`config.mk`:
```
export PLATFORM = sky130hd
export DESIGN_NAME = ptz_reply_frame_decoder_top_flat
export DESIGN_NICKNAME = d
export VERILOG_FILES = /design/src/hdl/ptz_rfd_pkg.sv /design/src/hdl/ptz_rfd_if.sv /design/src/hdl/ptz_rfd_core.sv /design/src/hdl/ptz_rfd_obuf.sv /design/src/hdl/ptz_reply_frame_decoder_top.sv /design/src/flat_wrapper.sv
export SDC_FILE = /design/constraint.sdc
export NUM_CORES = 1
export LEC_CHECK = 0
export BUFFER_PORTS_ARGS = -buffer_cell sky130_fd_sc_hd__buf_4
export CAP_MARGIN = 20
export CORE_ASPECT_RATIO = 0.7
export CORE_MARGIN = 2
export CORE_UTILIZATION = 40
export DETAILED_ROUTE_END_ITERATION = 12
export PLACE_DENSITY_LB_ADDON = 0.12
export SYNTH_ARGS = -nofsm -noshare
export SYNTH_HDL_FRONTEND = slang
export SYNTH_HIERARCHICAL = 1
export SYNTH_SLANG_ARGS = --single-unit
```
`constraint.sdc`:
```
create_clock -name i_clk -period 7.55 [get_ports i_clk]
set_input_delay 0.755 -clock i_clk [delete_from_list [all_inputs] [get_ports i_clk]]
set_output_delay 0.755 -clock i_clk [all_outputs]
set_load 0.02 [all_outputs]
```
`src/hdl/ptz_rfd_pkg.sv`:
```
`default_nettype none

package ptz_rfd_pkg;

    typedef enum logic [2:0] {
        KIND_BYTE      = 3'd0,
        KIND_ARM       = 3'd1,
        KIND_PAN_TGT   = 3'd2,
        KIND_TILT_TGT  = 3'd3,
        KIND_ZOOM_TGT  = 3'd4
    } t_kind;

    typedef enum logic [1:0] {
        EXP_NONE     = 2'd0,
        EXP_GENERAL  = 2'd1,
        EXP_EXTENDED = 2'd2,
        EXP_QUERY    = 2'd3
    } t_expect;

    typedef enum logic [2:0] {
        ITEM_NONE = 3'd0,
        ITEM_PAN  = 3'd1,
        ITEM_TILT = 3'd2,
        ITEM_ZOOM = 3'd3,
        ITEM_MAG  = 3'd4
    } t_item;

    localparam logic [7:0]  C_SYNC_BYTE = 8'hFF;
    localparam logic [7:0]  C_CODE_PAN  = 8'h59;
    localparam logic [7:0]  C_CODE_TILT = 8'h5B;
    localparam logic [7:0]  C_CODE_ZOOM = 8'h5D;
    localparam logic [7:0]  C_CODE_MAG  = 8'h63;

    localparam logic [4:0]  C_LEN_QUERY    = 5'd18;
    localparam logic [4:0]  C_LEN_EXTENDED = 5'd7;
    localparam logic [4:0]  C_LEN_GENERAL  = 5'd4;

    localparam logic [15:0] C_ZOOM_TOL_RESET = 16'd700;

    // Register select: paddr bit 2 picks the 32-bit word.
    localparam logic        C_REG_ZOOM_TOL = 1'b0;
    localparam int          C_PADDR_W      = 3;

    typedef struct packed {
        logic [7:0]  reply_code;
        t_item       updated_item;
        logic [15:0] position_value;
        logic [15:0] captured_value;
        logic        captured;
        logic        target_reached;
        logic        zoom_changed;
        logic        position_synced;
        logic        zoom_synced;
        logic        wake_waiter;
    } t_result;

endpackage

`default_nettype wire

```
`src/hdl/ptz_rfd_if.sv`:
```
`default_nettype none

interface ptz_rfd_req_if;
    logic        valid;
    logic        ready;
    logic [2:0]  kind;
    logic [7:0]  rx_byte;
    logic [1:0]  expected_response;
    logic [15:0] target_value;

    modport source (output valid, kind, rx_byte, expected_response, target_value,
                    input ready);
    modport sink   (input valid, kind, rx_byte, expected_response, target_value,
                    output ready);
endinterface

interface ptz_rfd_rsp_if;
    logic        valid;
    logic        ready;
    logic [7:0]  reply_code;
    logic [2:0]  updated_item;
    logic [15:0] position_value;
    logic [15:0] captured_value;
    logic        captured;
    logic        target_reached;
    logic        zoom_changed;
    logic        position_synced;
    logic        zoom_synced;
    logic        wake_waiter;

    modport source (output valid, reply_code, updated_item, position_value,
                    captured_value, captured, target_reached, zoom_changed,
                    position_synced, zoom_synced, wake_waiter,
                    input ready);
    modport sink   (input valid, reply_code, updated_item, position_value,
                    captured_value, captured, target_reached, zoom_changed,
                    position_synced, zoom_synced, wake_waiter,
                    output ready);
endinterface

`default_nettype wire

```
`src/hdl/ptz_rfd_core.sv`:
```
`default_nettype none

module ptz_rfd_core (
    input  wire logic                   i_clk,
    input  wire logic                   i_rst_n,
    input  wire logic                   i_accept,
    input  wire logic [2:0]             i_kind,
    input  wire logic [7:0]             i_rx_byte,
    input  wire logic [1:0]             i_expected,
    input  wire logic [15:0]            i_target,
    input  wire logic [15:0]            i_zoom_tol,
    output ptz_rfd_pkg::t_result        o_res,
    output logic                        o_res_valid
);

    logic [4:0]  r_count, n_count;
    logic [4:0]  r_len, n_len;
    logic [7:0]  r_rb0, n_rb0, r_rb1, n_rb1, r_rb2, n_rb2;
    logic [15:0] r_pan_tgt, n_pan_tgt, r_tilt_tgt, n_tilt_tgt;
    logic [15:0] r_zoom_tgt, n_zoom_tgt, r_last_zoom, n_last_zoom;
    logic        r_mon, n_mon, r_pan_seen, n_pan_seen, r_tilt_seen, n_tilt_seen;

    logic        w_is_byte, w_in_frame, w_last, w_fire;
    logic [4:0]  w_cnt_inc;
    logic [7:0]  w_rb0, w_rb1, w_rb2;
    logic [15:0] w_raw, w_dist, w_pos;
    logic [16:0] w_diff;
    logic        w_pan, w_tilt, w_zoom, w_mag, w_pan_hit, w_tilt_hit, w_zoom_hit;
    logic        w_cap, w_pan_seen, w_tilt_seen, w_psync;

    // Frame position and byte capture; bytes 3..5 are folded in before the
    // frame-end check so a short frame sees its own code byte.
    assign w_is_byte  = (i_kind == ptz_rfd_pkg::KIND_BYTE);
    assign w_in_frame = w_is_byte && (r_count != 5'd0);
    assign w_cnt_inc  = r_count + 5'd1;
    assign w_last     = w_in_frame && (w_cnt_inc >= r_len);
    assign w_fire     = i_accept && w_last;

    assign w_rb0 = (w_in_frame && r_count == 5'd3) ? i_rx_byte : r_rb0;
    assign w_rb1 = (w_in_frame && r_count == 5'd4) ? i_rx_byte : r_rb1;
    assign w_rb2 = (w_in_frame && r_count == 5'd5) ? i_rx_byte : r_rb2;
    assign w_raw = {w_rb1, w_rb2};

    assign w_pan  = (w_rb0 == ptz_rfd_pkg::C_CODE_PAN);
    assign w_tilt = (w_rb0 == ptz_rfd_pkg::C_CODE_TILT);
    assign w_zoom = (w_rb0 == ptz_rfd_pkg::C_CODE_ZOOM);
    assign w_mag  = (w_rb0 == ptz_rfd_pkg::C_CODE_MAG);

    assign w_diff     = {1'b0, r_zoom_tgt} - {1'b0, w_raw};
    assign w_dist     = w_diff[16] ? (w_raw - r_zoom_tgt) : w_diff[15:0];
    assign w_zoom_hit = w_zoom && (w_dist < i_zoom_tol);
    assign w_pan_hit  = w_pan && (r_pan_tgt == w_raw);
    assign w_tilt_hit = w_tilt && (r_tilt_tgt == w_raw);

    // Monitor takes pan, tilt and zoom; the reported value drops to zero.
    assign w_cap = r_mon && (w_pan || w_tilt || w_zoom);
    assign w_pos = ((w_pan || w_tilt || w_zoom || w_mag) && !w_cap) ? w_raw : 16'd0;

    assign w_pan_seen  = r_pan_seen  || w_pan;
    assign w_tilt_seen = r_tilt_seen || w_tilt;
    assign w_psync     = w_pan_seen && w_tilt_seen;

    always_comb begin
        o_res.reply_code      = w_rb0;
        o_res.updated_item    = ptz_rfd_pkg::ITEM_NONE;
        if (w_pan) begin
            o_res.updated_item = ptz_rfd_pkg::ITEM_PAN;
        end else if (w_tilt) begin
            o_res.updated_item = ptz_rfd_pkg::ITEM_TILT;
        end else if (w_zoom) begin
            o_res.updated_item = ptz_rfd_pkg::ITEM_ZOOM;
        end else if (w_mag) begin
            o_res.updated_item = ptz_rfd_pkg::ITEM_MAG;
        end
        o_res.position_value  = w_pos;
        o_res.captured_value  = w_cap ? w_raw : 16'd0;
        o_res.captured        = w_cap;
        o_res.target_reached  = w_pan_hit || w_tilt_hit || w_zoom_hit;
        o_res.zoom_changed    = w_zoom && (w_pos != r_last_zoom);
        o_res.position_synced = w_psync;
        o_res.zoom_synced     = w_zoom;
        o_res.wake_waiter     = (i_expected != ptz_rfd_pkg::EXP_NONE);
    end

    assign o_res_valid = w_fire;

    always_comb begin
        n_count     = r_count;
        n_len       = r_len;
        n_rb0       = r_rb0;
        n_rb1       = r_rb1;
        n_rb2       = r_rb2;
        n_pan_tgt   = r_pan_tgt;
        n_tilt_tgt  = r_tilt_tgt;
        n_zoom_tgt  = r_zoom_tgt;
        n_last_zoom = r_last_zoom;
        n_mon       = r_mon;
        n_pan_seen  = r_pan_seen;
        n_tilt_seen = r_tilt_seen;
        if (i_accept) begin
            unique case (i_kind)
                ptz_rfd_pkg::KIND_ARM:      n_mon      = 1'b1;
                ptz_rfd_pkg::KIND_PAN_TGT:  n_pan_tgt  = i_target;
                ptz_rfd_pkg::KIND_TILT_TGT: n_tilt_tgt = i_target;
                ptz_rfd_pkg::KIND_ZOOM_TGT: n_zoom_tgt = i_target;
                ptz_rfd_pkg::KIND_BYTE: begin
                    if (r_count == 5'd0) begin
                        // Hunt for sync while a reply is expected; drop anything else.
                        if (i_rx_byte == ptz_rfd_pkg::C_SYNC_BYTE &&
                            i_expected != ptz_rfd_pkg::EXP_NONE) begin
                            n_count = 5'd1;
                            unique case (i_expected)
                                ptz_rfd_pkg::EXP_QUERY:    n_len = ptz_rfd_pkg::C_LEN_QUERY;
                                ptz_rfd_pkg::EXP_EXTENDED: n_len = ptz_rfd_pkg::C_LEN_EXTENDED;
                                default:                   n_len = ptz_rfd_pkg::C_LEN_GENERAL;
                            endcase
                        end
                    end else begin
                        n_rb0 = w_rb0;
                        n_rb1 = w_rb1;
                        n_rb2 = w_rb2;
                        if (w_last) begin
                            n_count = 5'd0;
                            n_len   = 5'd0;
                            if (w_pan_hit) begin
                                n_pan_tgt = 16'd0;
                            end
                            if (w_tilt_hit) begin
                                n_tilt_tgt = 16'd0;
                            end
                            if (w_zoom_hit) begin
                                n_zoom_tgt = 16'd0;
                            end
                            if (w_zoom) begin
                                n_mon       = 1'b0;
                                n_last_zoom = w_pos;
                            end
                            n_pan_seen  = w_psync ? 1'b0 : w_pan_seen;
                            n_tilt_seen = w_psync ? 1'b0 : w_tilt_seen;
                        end else begin
                            n_count = w_cnt_inc;
                        end
                    end
                end
                default: ;
            endcase
        end
    end

    always_ff @(posedge i_clk) begin
        if (!i_rst_n) begin
            r_count     <= 5'd0;
            r_len       <= 5'd0;
            r_rb0       <= 8'd0;
            r_rb1       <= 8'd0;
            r_rb2       <= 8'd0;
            r_pan_tgt   <= 16'd0;
            r_tilt_tgt  <= 16'd0;
            r_zoom_tgt  <= 16'd0;
            r_last_zoom <= 16'd0;
            r_mon       <= 1'b0;
            r_pan_seen  <= 1'b0;
            r_tilt_seen <= 1'b0;
        end else begin
            r_count     <= n_count;
            r_len       <= n_len;
            r_rb0       <= n_rb0;
            r_rb1       <= n_rb1;
            r_rb2       <= n_rb2;
            r_pan_tgt   <= n_pan_tgt;
            r_tilt_tgt  <= n_tilt_tgt;
            r_zoom_tgt  <= n_zoom_tgt;
            r_last_zoom <= n_last_zoom;
            r_mon       <= n_mon;
            r_pan_seen  <= n_pan_seen;
            r_tilt_seen <= n_tilt_seen;
        end
    end

endmodule

`default_nettype wire

```
`src/hdl/ptz_rfd_obuf.sv`:
```
`default_nettype none

module ptz_rfd_obuf (
    input  wire logic                   i_clk,
    input  wire logic                   i_rst_n,
    input  wire logic                   i_push,
    input  wire ptz_rfd_pkg::t_result   i_data,
    output logic                        o_ready,
    output logic                        o_valid,
    input  wire logic                   i_ready,
    output ptz_rfd_pkg::t_result        o_data
);

    logic                 r_main_v, n_main_v, r_skid_v, n_skid_v;
    ptz_rfd_pkg::t_result r_main, n_main, r_skid, n_skid;
    logic                 w_pop;

    assign w_pop   = r_main_v && i_ready;
    assign o_ready = !r_skid_v;
    assign o_valid = r_main_v;
    assign o_data  = r_main;

    // Push only lands while the skid slot is empty.
    always_comb begin
        n_main_v = r_main_v;
        n_skid_v = r_skid_v;
        n_main   = r_main;
        n_skid   = r_skid;
        if (w_pop || !r_main_v) begin
            n_main_v = r_skid_v || i_push;
            n_main   = r_skid_v ? r_skid : i_data;
            n_skid_v = 1'b0;
        end else if (i_push) begin
            n_skid_v = 1'b1;
            n_skid   = i_data;
        end
    end

    always_ff @(posedge i_clk) begin
        if (!i_rst_n) begin
            r_main_v <= 1'b0;
            r_skid_v <= 1'b0;
        end else begin
            r_main_v <= n_main_v;
            r_skid_v <= n_skid_v;
        end
        r_main <= n_main;
        r_skid <= n_skid;
    end

endmodule

`default_nettype wire

```
`src/hdl/ptz_reply_frame_decoder_top.sv`:
```
`default_nettype none
// Channel   Dir  Handshake        Beat
// i_req     in   valid / ready    kind, rx_byte, expected_response, target_value
// o_rsp     out  valid / ready    reply_code, updated_item, position_value, ...
// APB       in   psel/penable     zoom_tolerance at byte address 0
//
// One request beat is taken per clock while the result queue has room;
// a beat that completes a frame is registered in the result queue, then shows on o_rsp.
// The decode (sync hunt, byte capture, target compare) is a single
// combinational pass from the frame state registers into a two-entry
// result queue, so o_rsp stalls never block the cycle they start in.
// i_rst_n is synchronous, active low; it clears the frame state, targets,
// monitor, sync flags and restores zoom_tolerance to 700.

module ptz_reply_frame_decoder_top (
    input  wire logic                                  i_clk,
    input  wire logic                                  i_rst_n,
    ptz_rfd_req_if.sink                                i_req,
    ptz_rfd_rsp_if.source                              o_rsp,
    input  wire logic                                  psel,
    input  wire logic                                  penable,
    input  wire logic                                  pwrite,
    input  wire logic [ptz_rfd_pkg::C_PADDR_W-1:0]     paddr,
    input  wire logic [31:0]                           pwdata,
    output logic [31:0]                                prdata,
    output logic                                       pready
);

    logic [15:0]          r_zoom_tol;
    logic                 w_accept, w_res_valid, w_q_ready, w_cfg_wr;
    ptz_rfd_pkg::t_result w_res, w_out;

    // Configuration: single word, written on the access phase.
    assign pready   = 1'b1;
    assign w_cfg_wr = psel && penable && pwrite &&
                      (paddr[2] == ptz_rfd_pkg::C_REG_ZOOM_TOL);
    assign prdata   = (paddr[2] == ptz_rfd_pkg::C_REG_ZOOM_TOL) ?
                      {16'd0, r_zoom_tol} : 32'd0;

    always_ff @(posedge i_clk) begin
        if (!i_rst_n) begin
            r_zoom_tol <= ptz_rfd_pkg::C_ZOOM_TOL_RESET;
        end else if (w_cfg_wr) begin
            r_zoom_tol <= pwdata[15:0];
        end
    end

    // Take a beat whenever the result queue can absorb one more result.
    assign i_req.ready = w_q_ready;
    assign w_accept    = i_req.valid && w_q_ready;

    ptz_rfd_core u_core (
        .i_clk       (i_clk),
        .i_rst_n     (i_rst_n),
        .i_accept    (w_accept),
        .i_kind      (i_req.kind),
        .i_rx_byte   (i_req.rx_byte),
        .i_expected  (i_req.expected_response),
        .i_target    (i_req.target_value),
        .i_zoom_tol  (r_zoom_tol),
        .o_res       (w_res),
        .o_res_valid (w_res_valid)
    );

    ptz_rfd_obuf u_obuf (
        .i_clk   (i_clk),
        .i_rst_n (i_rst_n),
        .i_push  (w_res_valid),
        .i_data  (w_res),
        .o_ready (w_q_ready),
        .o_valid (o_rsp.valid),
        .i_ready (o_rsp.ready),
        .o_data  (w_out)
    );

    assign o_rsp.reply_code      = w_out.reply_code;
    assign o_rsp.updated_item    = w_out.updated_item;
    assign o_rsp.position_value  = w_out.position_value;
    assign o_rsp.captured_value  = w_out.captured_value;
    assign o_rsp.captured        = w_out.captured;
    assign o_rsp.target_reached  = w_out.target_reached;
    assign o_rsp.zoom_changed    = w_out.zoom_changed;
    assign o_rsp.position_synced = w_out.position_synced;
    assign o_rsp.zoom_synced     = w_out.zoom_synced;
    assign o_rsp.wake_waiter     = w_out.wake_waiter;

endmodule

`default_nettype wire

```
`src/flat_wrapper.sv`:
```
// flat-port wrapper written by rule: the top's interface ports become plain ports
module ptz_reply_frame_decoder_top_flat 
  (i_clk, i_rst_n, psel, penable, pwrite, paddr, pwdata, prdata, pready, i_req_valid, i_req_kind, i_req_rx_byte, i_req_expected_response, i_req_target_value, i_req_ready, o_rsp_valid, o_rsp_reply_code, o_rsp_updated_item, o_rsp_position_value, o_rsp_captured_value, o_rsp_captured, o_rsp_target_reached, o_rsp_zoom_changed, o_rsp_position_synced, o_rsp_zoom_synced, o_rsp_wake_waiter, o_rsp_ready);
  ptz_rfd_req_if i_req_i ();
  ptz_rfd_rsp_if o_rsp_i ();
  input  wire logic i_clk;
  input  wire logic i_rst_n;
  input  wire logic psel;
  input  wire logic penable;
  input  wire logic pwrite;
  input  wire logic [ptz_rfd_pkg::C_PADDR_W-1:0] paddr;
  input  wire logic [31:0] pwdata;
  output logic [31:0] prdata;
  output logic pready;
  input wire logic [$bits(i_req_i.valid)-1:0] i_req_valid;
  input wire logic [$bits(i_req_i.kind)-1:0] i_req_kind;
  input wire logic [$bits(i_req_i.rx_byte)-1:0] i_req_rx_byte;
  input wire logic [$bits(i_req_i.expected_response)-1:0] i_req_expected_response;
  input wire logic [$bits(i_req_i.target_value)-1:0] i_req_target_value;
  output wire logic [$bits(i_req_i.ready)-1:0] i_req_ready;
  output wire logic [$bits(o_rsp_i.valid)-1:0] o_rsp_valid;
  output wire logic [$bits(o_rsp_i.reply_code)-1:0] o_rsp_reply_code;
  output wire logic [$bits(o_rsp_i.updated_item)-1:0] o_rsp_updated_item;
  output wire logic [$bits(o_rsp_i.position_value)-1:0] o_rsp_position_value;
  output wire logic [$bits(o_rsp_i.captured_value)-1:0] o_rsp_captured_value;
  output wire logic [$bits(o_rsp_i.captured)-1:0] o_rsp_captured;
  output wire logic [$bits(o_rsp_i.target_reached)-1:0] o_rsp_target_reached;
  output wire logic [$bits(o_rsp_i.zoom_changed)-1:0] o_rsp_zoom_changed;
  output wire logic [$bits(o_rsp_i.position_synced)-1:0] o_rsp_position_synced;
  output wire logic [$bits(o_rsp_i.zoom_synced)-1:0] o_rsp_zoom_synced;
  output wire logic [$bits(o_rsp_i.wake_waiter)-1:0] o_rsp_wake_waiter;
  input wire logic [$bits(o_rsp_i.ready)-1:0] o_rsp_ready;
  assign i_req_i.valid = i_req_valid;
  assign i_req_i.kind = i_req_kind;
  assign i_req_i.rx_byte = i_req_rx_byte;
  assign i_req_i.expected_response = i_req_expected_response;
  assign i_req_i.target_value = i_req_target_value;
  assign i_req_ready = i_req_i.ready;
  assign o_rsp_valid = o_rsp_i.valid;
  assign o_rsp_reply_code = o_rsp_i.reply_code;
  assign o_rsp_updated_item = o_rsp_i.updated_item;
  assign o_rsp_position_value = o_rsp_i.position_value;
  assign o_rsp_captured_value = o_rsp_i.captured_value;
  assign o_rsp_captured = o_rsp_i.captured;
  assign o_rsp_target_reached = o_rsp_i.target_reached;
  assign o_rsp_zoom_changed = o_rsp_i.zoom_changed;
  assign o_rsp_position_synced = o_rsp_i.position_synced;
  assign o_rsp_zoom_synced = o_rsp_i.zoom_synced;
  assign o_rsp_wake_waiter = o_rsp_i.wake_waiter;
  assign o_rsp_i.ready = o_rsp_ready;
  ptz_reply_frame_decoder_top u_core (.i_clk(i_clk), .i_rst_n(i_rst_n), .i_req(i_req_i), .o_rsp(o_rsp_i), .psel(psel), .penable(penable), .pwrite(pwrite), .paddr(paddr), .pwdata(pwdata), .prdata(prdata), .pready(pready));
endmodule
```
==> impl_metrics.env, run 1 <==
export IMPL_outcome="completed"
export IMPL_clockBufferDepth=3
export IMPL_rsz0062_at_grt="no"
export IMPL_synth_area_per_cell_um2=9.81
export IMPL_path_clk_slew_ps=60
export IMPL_vias=9642
export IMPL_period_minus_slack_ps=6410
export IMPL_wire_per_inst_um=19.2
export IMPL_drc_errors=0
export IMPL_slew_headroom_pct=33.1
export IMPL_cp_required_ps=7970
export IMPL_cts_root_buf="clkbuf_16"
export IMPL_die_w_um=215
export IMPL_coreArea_um2=30300
export IMPL_async_flop_share_pct=0
export IMPL_antenna_found_initial=0
export IMPL_arrival_ps=6830
export IMPL_cts_setup_buffers=0
export IMPL_rr_worst_depth=26
export IMPL_nets=1488
export IMPL_p_seq_share_pct=44.2
export IMPL_worst_setup_path_end_kind="register"
export IMPL_hold_start="i_req_target_value[10]"
export IMPL_p_int_uw=2120
export IMPL_die_area_um2=32500
export IMPL_pwr_density_cell_nw_per_um2=194
export IMPL_ys_seq_area_share_pct=42.7
export IMPL_place_congestion=0.894
export IMPL_synth_main_ff_cell="dfxtp_1"
export IMPL_cts_max_level=1
export IMPL_grtUsageTotal_pct=20.7
export IMPL_p_switching_uw=675
export IMPL_timing_rr_end="u_core/u_core/r_zoom_tgt[15]"
export IMPL_power_uw=2790
export IMPL_critPathLaunchType="input pin"
export IMPL_peakVddDrop_v=0.000139
export IMPL_hold_viol=0
export IMPL_path_class="in -> reg"
export IMPL_final_setup_skew_ps=14.0
export IMPL_fin_crit_sh_pct=84.9
export IMPL_synth_edf_count=98
export IMPL_worstMarginPinSlew_ps=1000
export IMPL_drtAntennaViolNets=0
export IMPL_areaGrowthSynthToFinish_pct=15.8
export IMPL_min_to="u_core/u_core/r_zoom_tgt[10]"
export IMPL_crit_fanout=16
export IMPL_overflow=0
export IMPL_max_freq_ghz=0.156
export IMPL_power_frac_comb_pct=10.4
export IMPL_r2r_start="u_core/u_core/r_count[0]"
export IMPL_cts_tree="built"
export IMPL_synth_warnings=6
export IMPL_start_util_pct=41.0
export IMPL_ctsHoldBuffers=0
export IMPL_num_rows=53
export IMPL_leakage_uw=0.00594
export IMPL_ys_ff_latch=216
export IMPL_hp_class="in -> reg"
export IMPL_first_global_vias=8908
export IMPL_drive_above_1_share_pct=21.2
export IMPL_slew_violations=0
export IMPL_yosysUniqueCellTypes=81
export IMPL_port_buffers=119
export IMPL_cts_resized=0
export IMPL_vias_per_cell=5.38
export IMPL_synthCells=1268
export IMPL_hold_depth=2
export IMPL_clkLatencyLatePin_ps=540
export IMPL_fin_setup_tns_ps=0
export IMPL_n_fill_cell=2923
export IMPL_maxCapViolations=0
export IMPL_numCtsBuffers=24
export IMPL_power_frac_clock_pct=45.4
export IMPL_first_pass_iters=5
export IMPL_io_pins=155
export IMPL_syn_area_um2=12400
export IMPL_hpwl_um=25200
export IMPL_antenna_cells=0
export IMPL_grt_max_degree=69
export IMPL_holdWs_ps=466
export IMPL_reg2reg_setup_slack_ps=1270
export IMPL_wl_um=34400
export IMPL_cts_sinks=216
export IMPL_die_height_um=152
export IMPL_setup_viol=0
export IMPL_drtIter0Drc=696
export IMPL_grt_pass1_wl_um=52300
export IMPL_switching_share_pct=24.2
## how the worst max path moves through the flow
stage	startpoint	endpoint	depth (start not counted)
2_1_floorplan	i_req_kind[1]	u_core/u_core/r_zoom_tgt[10]	28
3_3_place_gp	i_req_kind[1]	u_core/u_core/r_zoom_tgt[0]	25
3_5_place_dp	i_req_kind[1]	u_core/u_core/r_zoom_tgt[6]	25
4_1_cts	i_req_kind[1]	u_core/u_core/r_zoom_tgt[15]	25
5_1_grt	i_req_kind[1]	u_core/u_core/r_zoom_tgt[0]	25
6_report	i_req_kind[1]	u_core/u_core/r_zoom_tgt[15]	25
## worst max-delay path: stages
cell,delay [ps]
buf_4,130
or3_1,750
o21ai_1,410
and2_1,440
inv_1,90
ha_1,450
nand2_1,150
nor2_1,70
a221oi_1,410
o2111ai_1,190
o211ai_1,200
buf_4,240
and3b_1,200
o31ai_1,280
xor2_1,180
ha_1,260
nand4_1,150
nor3_1,80
o21ai_0,70
nand2_1,80
nor4_2,440
and4bb_2,300
o31ai_2,60
buf_4,230
a22o_1,200
## logic make-up (layout without fill, tap and decap cells)
kind of cell	count (synthesis)	after routing	synth area share [%]
and+or+nand+nor	432	432	18.0
AOI/OAI and AO/OA	272	272	14.4
DFF	216	216	42.7
buffers and inverters	160	258	6.93
muxes	104	104	10.4
adders and majority gates	54	54	5.55
xor gates and xnor gates	28	28	1.97
other	2	17	0.0604
## cell usage in the layout, fill, tap and decap left out, drive strengths merged, types with 22 or more instances in the layout
master and instances:
o21ai 55, buf 151, nand3 51, ha 52
clkbuf 33, dfxtp 118, nor2b 30, mux2 58
inv 65, and3 30, mux2i 46, a21oi 93
nor2 87, a211oi 22, edfxtp 98, nand2 134
## cell usage after synthesis (5+ instances only)
| master | number | area, um^2 |
|---|---|---|
| a211oi_1 | 22 | 165 |
| a21boi_0 | 5 | 37.5 |
| a21o_1 | 16 | 120 |
| a21oi_1 | 91 | 455 |
| a22o_1 | 16 | 140 |
| a22oi_1 | 6 | 45.0 |
| a31oi_1 | 10 | 62.6 |
| and2_1 | 21 | 131 |
| and2b_2 | 6 | 52.6 |
| and3_1 | 30 | 188 |
| and4_1 | 5 | 43.8 |
| buf_12 | 7 | 140 |
| buf_2 | 19 | 95.1 |
| buf_4 | 22 | 165 |
| clkbuf_1 | 43 | 161 |
| dfxtp_1 | 118 | 2360 |
| edfxtp_1 | 98 | 2940 |
| ha_1 | 52 | 651 |
| inv_1 | 63 | 236 |
| mux2_2 | 10 | 113 |
| mux2_4 | 48 | 721 |
| mux2i_1 | 46 | 460 |
| nand2_1 | 134 | 503 |
| nand2b_1 | 6 | 37.5 |
| nand3_1 | 51 | 255 |
| nand3b_1 | 5 | 37.5 |
| nand4_1 | 6 | 37.5 |
| nor2_1 | 86 | 323 |
| nor2b_1 | 30 | 188 |
| nor3_1 | 7 | 35.0 |
| nor4_1 | 13 | 81.3 |
| nor4b_1 | 6 | 52.6 |
| o21a_1 | 6 | 45.0 |
| o21ai_0 | 37 | 185 |
| o21ai_1 | 8 | 40.0 |
| o21ai_2 | 8 | 70.1 |
| o21bai_1 | 6 | 45.0 |
| o31ai_1 | 6 | 45.0 |
| xnor2_1 | 11 | 96.3 |
| xor2_1 | 17 | 149 |
## power groups by stage
stage                     registers [uW]  clock network, uW  logic [uW]
after global placement              1260                  0         285
after floorplan                     1260                  0         196
after global routing                1240               1340         319
after detailed placement            1260                  0         287
final                               1240               1270         290
after CTS                           1230               1300         289
## area by class of cell
class                           instances  area (um^2)  share of cell area (%)
Clock buffer                           33          716                    4.97
Clock inverter                         11          150                    1.04
Inverter                               63          236                    1.64
Multi-Input combinational cell        907         6340                    44.0
Sequential cell                       216         5310                    36.9
Tap cell                              412          515                    3.58
Timing Repair Buffer                  151         1130                    7.87
## flip-flops by register name, indices dropped and copies added, names as in the netlist
register,flops
u_core/u_obuf/o_data,49
u_core/u_obuf/r_skid,49
u_core/r_zoom_tol,16
u_core/u_core/r_last_zoom,16
u_core/u_core/r_pan_tgt,16
u_core/u_core/r_tilt_tgt,16
u_core/u_core/r_zoom_tgt,16
u_core/u_core/r_rb0,8
u_core/u_core/r_rb1,8
u_core/u_core/r_rb2,8
u_core/u_core/r_count,5
u_core/u_core/r_len,4
u_core/u_core/r_mon,1
u_core/u_core/r_pan_seen,1
u_core/u_core/r_tilt_seen,1
u_core/u_obuf/o_valid,1
u_core/u_obuf/r_skid_v,1
## through the flow
stage | worst slack, ps | util [%] | std cells | instance area, um^2
global route | 763 | 47.5 | 1793 | 14400
detailed placement | 716 | 44.6 | 1748 | 13500
CTS | 1260 | 47.5 | 1792 | 14400
floorplan | 1550 | - | 1283 | 12500
global placement | 723 | 44.6 | 1748 | 13500
finish | 1140 | 47.5 | 1793 | 14400
## routing by layer
metal | vias to the layer above | global-route usage [%] | part of all wire, %
met4 | 0 | 4.13 | 1.6
met3 | 33 | 4.27 | 7.2
li1 | 4695 | - | -
met5 | - | 0 | 0
met2 | 309 | 30.3 | 41
met1 | 4605 | 31.3 | 50
No activity file was read; power rests on OpenSTA's default activity.
==> inputs of run 2 (changes only) <==
clock period = 6.57 ns   (was 7.55 ns; I/O delays follow)
==> run 2 against run 1 <==
Against the previous run:
- flip-flop and latch count unchanged
- routed wire length increased by 0.56%
- via count increased by 1.5%
- combinational power increased by 21%
- cell area increased by 2.6%
- sequential power increased by 15%
- power increased by 16%
- final cell count increased by 2.3%
- die area unchanged
- highest routed layer unchanged
- clock-buffer cell count decreased by 2
- clock power increased by 15%
==> impl_metrics.env, run 2 (synthesized netlist as in run 1, its figures left out) <==
export IMPL_die_height_um=152
export IMPL_max_freq_ghz=0.161
export IMPL_power_frac_comb_pct=10.9
export IMPL_cts_resized=0
export IMPL_num_rows=53
export IMPL_port_buffers=119
export IMPL_start_util_pct=41.0
export IMPL_vias=9786
export IMPL_first_pass_iters=5
export IMPL_crit_fanout=16
export IMPL_p_switching_uw=784
export IMPL_pwr_density_cell_nw_per_um2=219
export IMPL_drive_above_1_share_pct=23.8
export IMPL_grtUsageTotal_pct=21.0
export IMPL_slew_violations=0
export IMPL_clockBufferDepth=3
export IMPL_cts_root_buf="clkbuf_16"
export IMPL_place_congestion=0.871
export IMPL_top_usage_layer="met1"
export IMPL_worstMarginPinSlew_ps=1010
export IMPL_die_area_um2=32500
export IMPL_path_class="reg -> reg"
export IMPL_cts_tree="built"
export IMPL_holdWs_ps=372
export IMPL_p_seq_share_pct=44.0
export IMPL_wl_um=34600
export IMPL_clkLatencyLatePin_ps=540
export IMPL_antenna_found_initial=0
export IMPL_critPathLaunchType="register"
export IMPL_p_int_uw=2440
export IMPL_fin_crit_sh_pct=94.7
export IMPL_die_w_um=215
export IMPL_numCtsBuffers=24
export IMPL_period_minus_slack_ps=6220
export IMPL_first_global_vias=9021
export IMPL_use_met1_pct=32.9
export IMPL_timing_rr_end="u_core/u_core/r_zoom_tgt[7]"
export IMPL_cts_max_level=1
export IMPL_hp_class="in -> reg"
export IMPL_hold_viol=0
export IMPL_antenna_cells=0
export IMPL_areaGrowthSynthToFinish_pct=18.8
export IMPL_peakVddDrop_v=0.000193
export IMPL_maxCapViolations=0
export IMPL_slew_headroom_pct=32.9
export IMPL_globalRouteMet3Util_pct=2.73
export IMPL_leakage_uw=0.00609
export IMPL_worst_setup_path_end_kind="register"
export IMPL_layout_common_cells="buf_4 (190), nand2_1 (134), dfxtp_1 (117)"
export IMPL_grtUsageMet2_pct=30.2
export IMPL_setup_viol=0
export IMPL_reg2reg_setup_slack_ps=350
export IMPL_worstSetupStartpoint="u_core/u_core/r_count[0]"
export IMPL_switching_share_pct=24.3
export IMPL_drc_errors=0
export IMPL_r2r_start="u_core/u_core/r_count[0]"
export IMPL_hpwl_um=25500
export IMPL_nets=1531
export IMPL_overflow=0
export IMPL_cp_required_ps=6990
export IMPL_cts_setup_buffers=0
export IMPL_coreArea_um2=30300
export IMPL_fin_setup_tns_ps=0
export IMPL_outcome="completed"
export IMPL_final_setup_skew_ps=11.8
export IMPL_wire_per_inst_um=18.8
export IMPL_final_common_cell="buf_4"
export IMPL_ctsHoldBuffers=0
export IMPL_vias_per_cell=5.33
export IMPL_arrival_ps=6640
export IMPL_rsz0062_at_grt="no"
export IMPL_io_pins=155
export IMPL_drtAntennaViolNets=0
export IMPL_grt_pass1_wl_um=53100
export IMPL_grt_max_degree=69
export IMPL_drtIter0Drc=757
export IMPL_power_frac_clock_pct=45.1
export IMPL_endpoint="u_core/u_core/r_zoom_tgt[7]"
export IMPL_path_clk_slew_ps=70
export IMPL_cts_sinks=216
export IMPL_rr_worst_depth=25
==> run 2: worst max-delay path, cell delays in order, from the launching register on <==
cell and delay, ps:
dfxtp_1 360, inv_1 120, ha_1 280, and4bb_2 430, nand3_1 260, and2_1 280
buf_4 180, ha_1 200, a21o_1 180, a21o_1 190, a221oi_1 460, o2111ai_1 190
o211ai_1 280, buf_4 310, nor3b_1 80, a311oi_1 290, xnor2_1 170, ha_1 260
nor2b_1 130, o21ai_0 180, nand2_1 90, nor4_2 440, and4bb_2 300, o31ai_2 80
buf_12 190, a22o_1 180
==> run 2: area by class of cell <==
class | instances | area, um^2
fill | 2851 | 15500
sequential | 216 | 5310
multi-input combinational | 907 | 6340
clock inverter | 12 | 155
inverter | 63 | 236
timing repair buffer | 194 | 1510
clock buffer | 31 | 708
tap | 412 | 515
==> run 2: routing by layer <==
metal,vias to the layer above,wire (um)
li1,4772,-
met1,4714,17800
met2,271,14300
met3,29,1910
met4,0,542
met5,-,0
==> run 2: worst min-delay path by stage <==
| stage | slack (ps) | endpoint | startpoint | cells past startpoint |
|---|---|---|---|---|
| floorplan | 440 | u_core/u_core/r_tilt_tgt[10] | u_core/u_core/r_tilt_tgt[10] | 2 |
| global placement | 450 | u_core/u_core/r_tilt_tgt[8] | u_core/u_core/r_tilt_tgt[8] | 2 |
| detailed placement | 460 | u_core/u_core/r_rb0[6] | u_core/u_core/r_rb0[6] | 2 |
| CTS | 350 | u_core/r_zoom_tol[11] | pwdata[11] | 3 |
| global route | 360 | u_core/u_core/r_zoom_tgt[3] | i_req_target_value[3] | 2 |
| finish | 370 | u_core/r_zoom_tol[11] | pwdata[11] | 3 |
==> run 2: through the flow <==
| step | std cells | setup WS [ps] | instance area, um^2 | util, % | power [uW] |
|---|---|---|---|---|---|
| 6_report | 1835 | 350 | 14800 | 48.7 | 3230 |
| 5_1_grt | 1835 | 30.0 | 14800 | 48.7 | 3350 |
| 4_1_cts | 1833 | 417 | 14700 | 48.7 | 3270 |
| 3_5_place_dp | 1790 | 245 | 13900 | 45.8 | 1800 |
| 3_3_place_gp | 1790 | 304 | 13900 | 45.8 | 1800 |
| 2_1_floorplan | 1283 | 673 | 12500 | - | 1680 |
==> run 2: power groups by stage <==
| stage | registers [uW] | clock network (uW) | logic, uW |
|---|---|---|---|
| 2_1_floorplan | 1450 | 0 | 225 |
| 3_3_place_gp | 1450 | 0 | 348 |
| 3_5_place_dp | 1450 | 0 | 350 |
| 4_1_cts | 1420 | 1500 | 351 |
| 5_1_grt | 1420 | 1550 | 386 |
| 6_report | 1420 | 1460 | 351 |
==> inputs of run 3 (changes only) <==
CORE_ASPECT_RATIO = 1.5   (was 0.7)
==> run 3 against run 2 <==
Against the previous run:
- flip-flop and latch count did not move
- non-clock buffer count grew 32
- combinational power increased by 2%
- cell area grew 0.48%
- largest power group is now registers
- clock power decreased by 14%
- die area about the same
- largest cell class unchanged
- sequential power barely moved
- critical path type unchanged
==> impl_metrics.env, run 3 (synthesized netlist as in run 1, its figures left out) <==
export IMPL_nets=1562
export IMPL_critPathLaunchType="register"
export IMPL_die_area_um2=32500
export IMPL_final_common_cell="buf_4"
export IMPL_hpwl_um=25600
export IMPL_drc_errors=0
export IMPL_cts_tree="built"
export IMPL_cts_root_buf="clkbuf_16"
export IMPL_slew_violations=0
export IMPL_drtAntennaViolNets=0
export IMPL_num_rows=79
export IMPL_port_buffers=119
export IMPL_start_util_pct=40.3
export IMPL_grtUsageTotal_pct=20.5
export IMPL_areaGrowthSynthToFinish_pct=19.3
export IMPL_antenna_cells=0
export IMPL_vias=9664
export IMPL_ctsHoldBuffers=0
export IMPL_max_freq_ghz=0.169
export IMPL_arrival_ps=6330
export IMPL_post_route_util_pct=48.1
export IMPL_setup_viol=0
export IMPL_final_setup_skew_ps=10.2
export IMPL_maxCapViolations=0
export IMPL_rsz0062_at_grt="no"
export IMPL_cts_max_level=1
export IMPL_antenna_found_initial=0
export IMPL_path_class="reg -> reg"
export IMPL_slew_headroom_pct=33.1
export IMPL_pwr_density_cell_nw_per_um2=205
export IMPL_wire_per_inst_um=18.2
export IMPL_die_height_um=220
export IMPL_worst_setup_path_end_kind="register"
export IMPL_drive_above_1_share_pct=25.0
export IMPL_clockBufferDepth=3
export IMPL_leakage_uw=0.00616
export IMPL_cts_setup_buffers=0
export IMPL_cp_required_ps=7000
export IMPL_period_minus_slack_ps=5910
export IMPL_outcome="completed"
export IMPL_cts_sinks=216
export IMPL_clkLatencyLatePin_ps=540
export IMPL_io_pins=155
export IMPL_layout_common_cells="buf_4 (224), nand2_1 (134), dfxtp_1 (117)"
export IMPL_numCtsBuffers=23
export IMPL_fin_setup_tns_ps=0
export IMPL_die_w_um=148
export IMPL_grt_pass1_wl_um=52300
export IMPL_wl_um=33800
export IMPL_place_congestion=0.862
export IMPL_drtIter0Drc=531
export IMPL_peakVddDrop_v=0.000166
export IMPL_coreArea_um2=30800
export IMPL_vias_per_cell=5.20
export IMPL_grt_max_degree=71
export IMPL_hold_viol=0
export IMPL_first_pass_iters=5
export IMPL_path_clk_slew_ps=60
export IMPL_crit_fanout=13
export IMPL_cts_resized=0
export IMPL_overflow=0
export IMPL_first_global_vias=9283
export IMPL_fin_crit_sh_pct=89.9
export IMPL_worstMarginPinSlew_ps=998
export IMPL_hp_class="in -> reg"
## run 3: cell types whose count changed in the layout (fill, tap and decap cells not counted), sizes merged
cell / before / now
bufinv: 3 / 1
inv: 64 / 65
clkbuf: 31 / 29
buf: 194 / 226
clkinv: 6 / 8
## run 3: layer usage
metal  track usage (%)  share of wire, %  up-vias  wire length [um]
met1              24.1                42     4559             14100
met3              2.26               3.5       73              1190
met2              37.4                51      206             17100
met4              8.89               4.2        0              1430
li1                  -                 -     4826                 -
met5                 0                 0        -                 0
## run 3: through the flow
step	setup slack, ps	hold slack (ps)	power [uW]	instances	area, um^2
floorplan	673	437	1680	1283	12500
global placement	41.0	450	1810	1814	14100
detailed placement	284	463	1810	1816	14100
CTS	577	348	3090	1858	14800
global route	237	360	3170	1859	14800
finish	664	371	3040	1859	14800
## run 3: path summary, 6_finish.rpt
check | start | endpoint | slack (ps) | cells after the start
max | u_core/u_core/r_count[0] | u_core/u_core/r_zoom_tgt[12] | 660 | 27
min | i_req_target_value[6] | u_core/u_core/r_zoom_tgt[6] | 370 | 2
max reg2reg | u_core/u_core/r_count[0] | u_core/u_core/r_zoom_tgt[12] | 660 | 27
min reg2reg | u_core/r_zoom_tol[13] | u_core/r_zoom_tol[13] | 470 | 2
## run 3: layout make-up
type                       count  area [um^2]
sequential                   216         5310
timing repair buffer         226         1720
multi-input combinational    907         6340
fill                        2974        16000
tap                          405          507
inverter                      63          236
clock inverter                13          119
clock buffer                  29          608
## run 3: critical path: stages (launching register included)
cell and delay (ps):
dfxtp_1 360, inv_1 110, ha_1 290, and4bb_2 390, nand3_1 150, and2_1 200
inv_1 120, ha_1 270, a21o_1 190, a21o_1 180, a221oi_1 360, o2111ai_1 170
o211ai_1 150, buf_4 210, nor4bb_1 60, a31oi_1 180, xor2_1 220, ha_1 270
buf_4 130, a21oi_1 120, nor2b_1 50, o21ai_0 240, nand2_1 100, nor4_2 490
and4bb_2 310, o31ai_2 90, buf_4 200, a22o_1 180
## run 3: report_power, final
| group | switching (uW) | internal [uW] | leakage [uW] |
|---|---|---|---|
| Clock | 555 | 706 | 0.000352 |
| Sequential | 11.1 | 1410 | 0.00202 |
| Combinational | 193 | 166 | 0.00379 |
| Total | 759 | 2280 | 0.00616 |
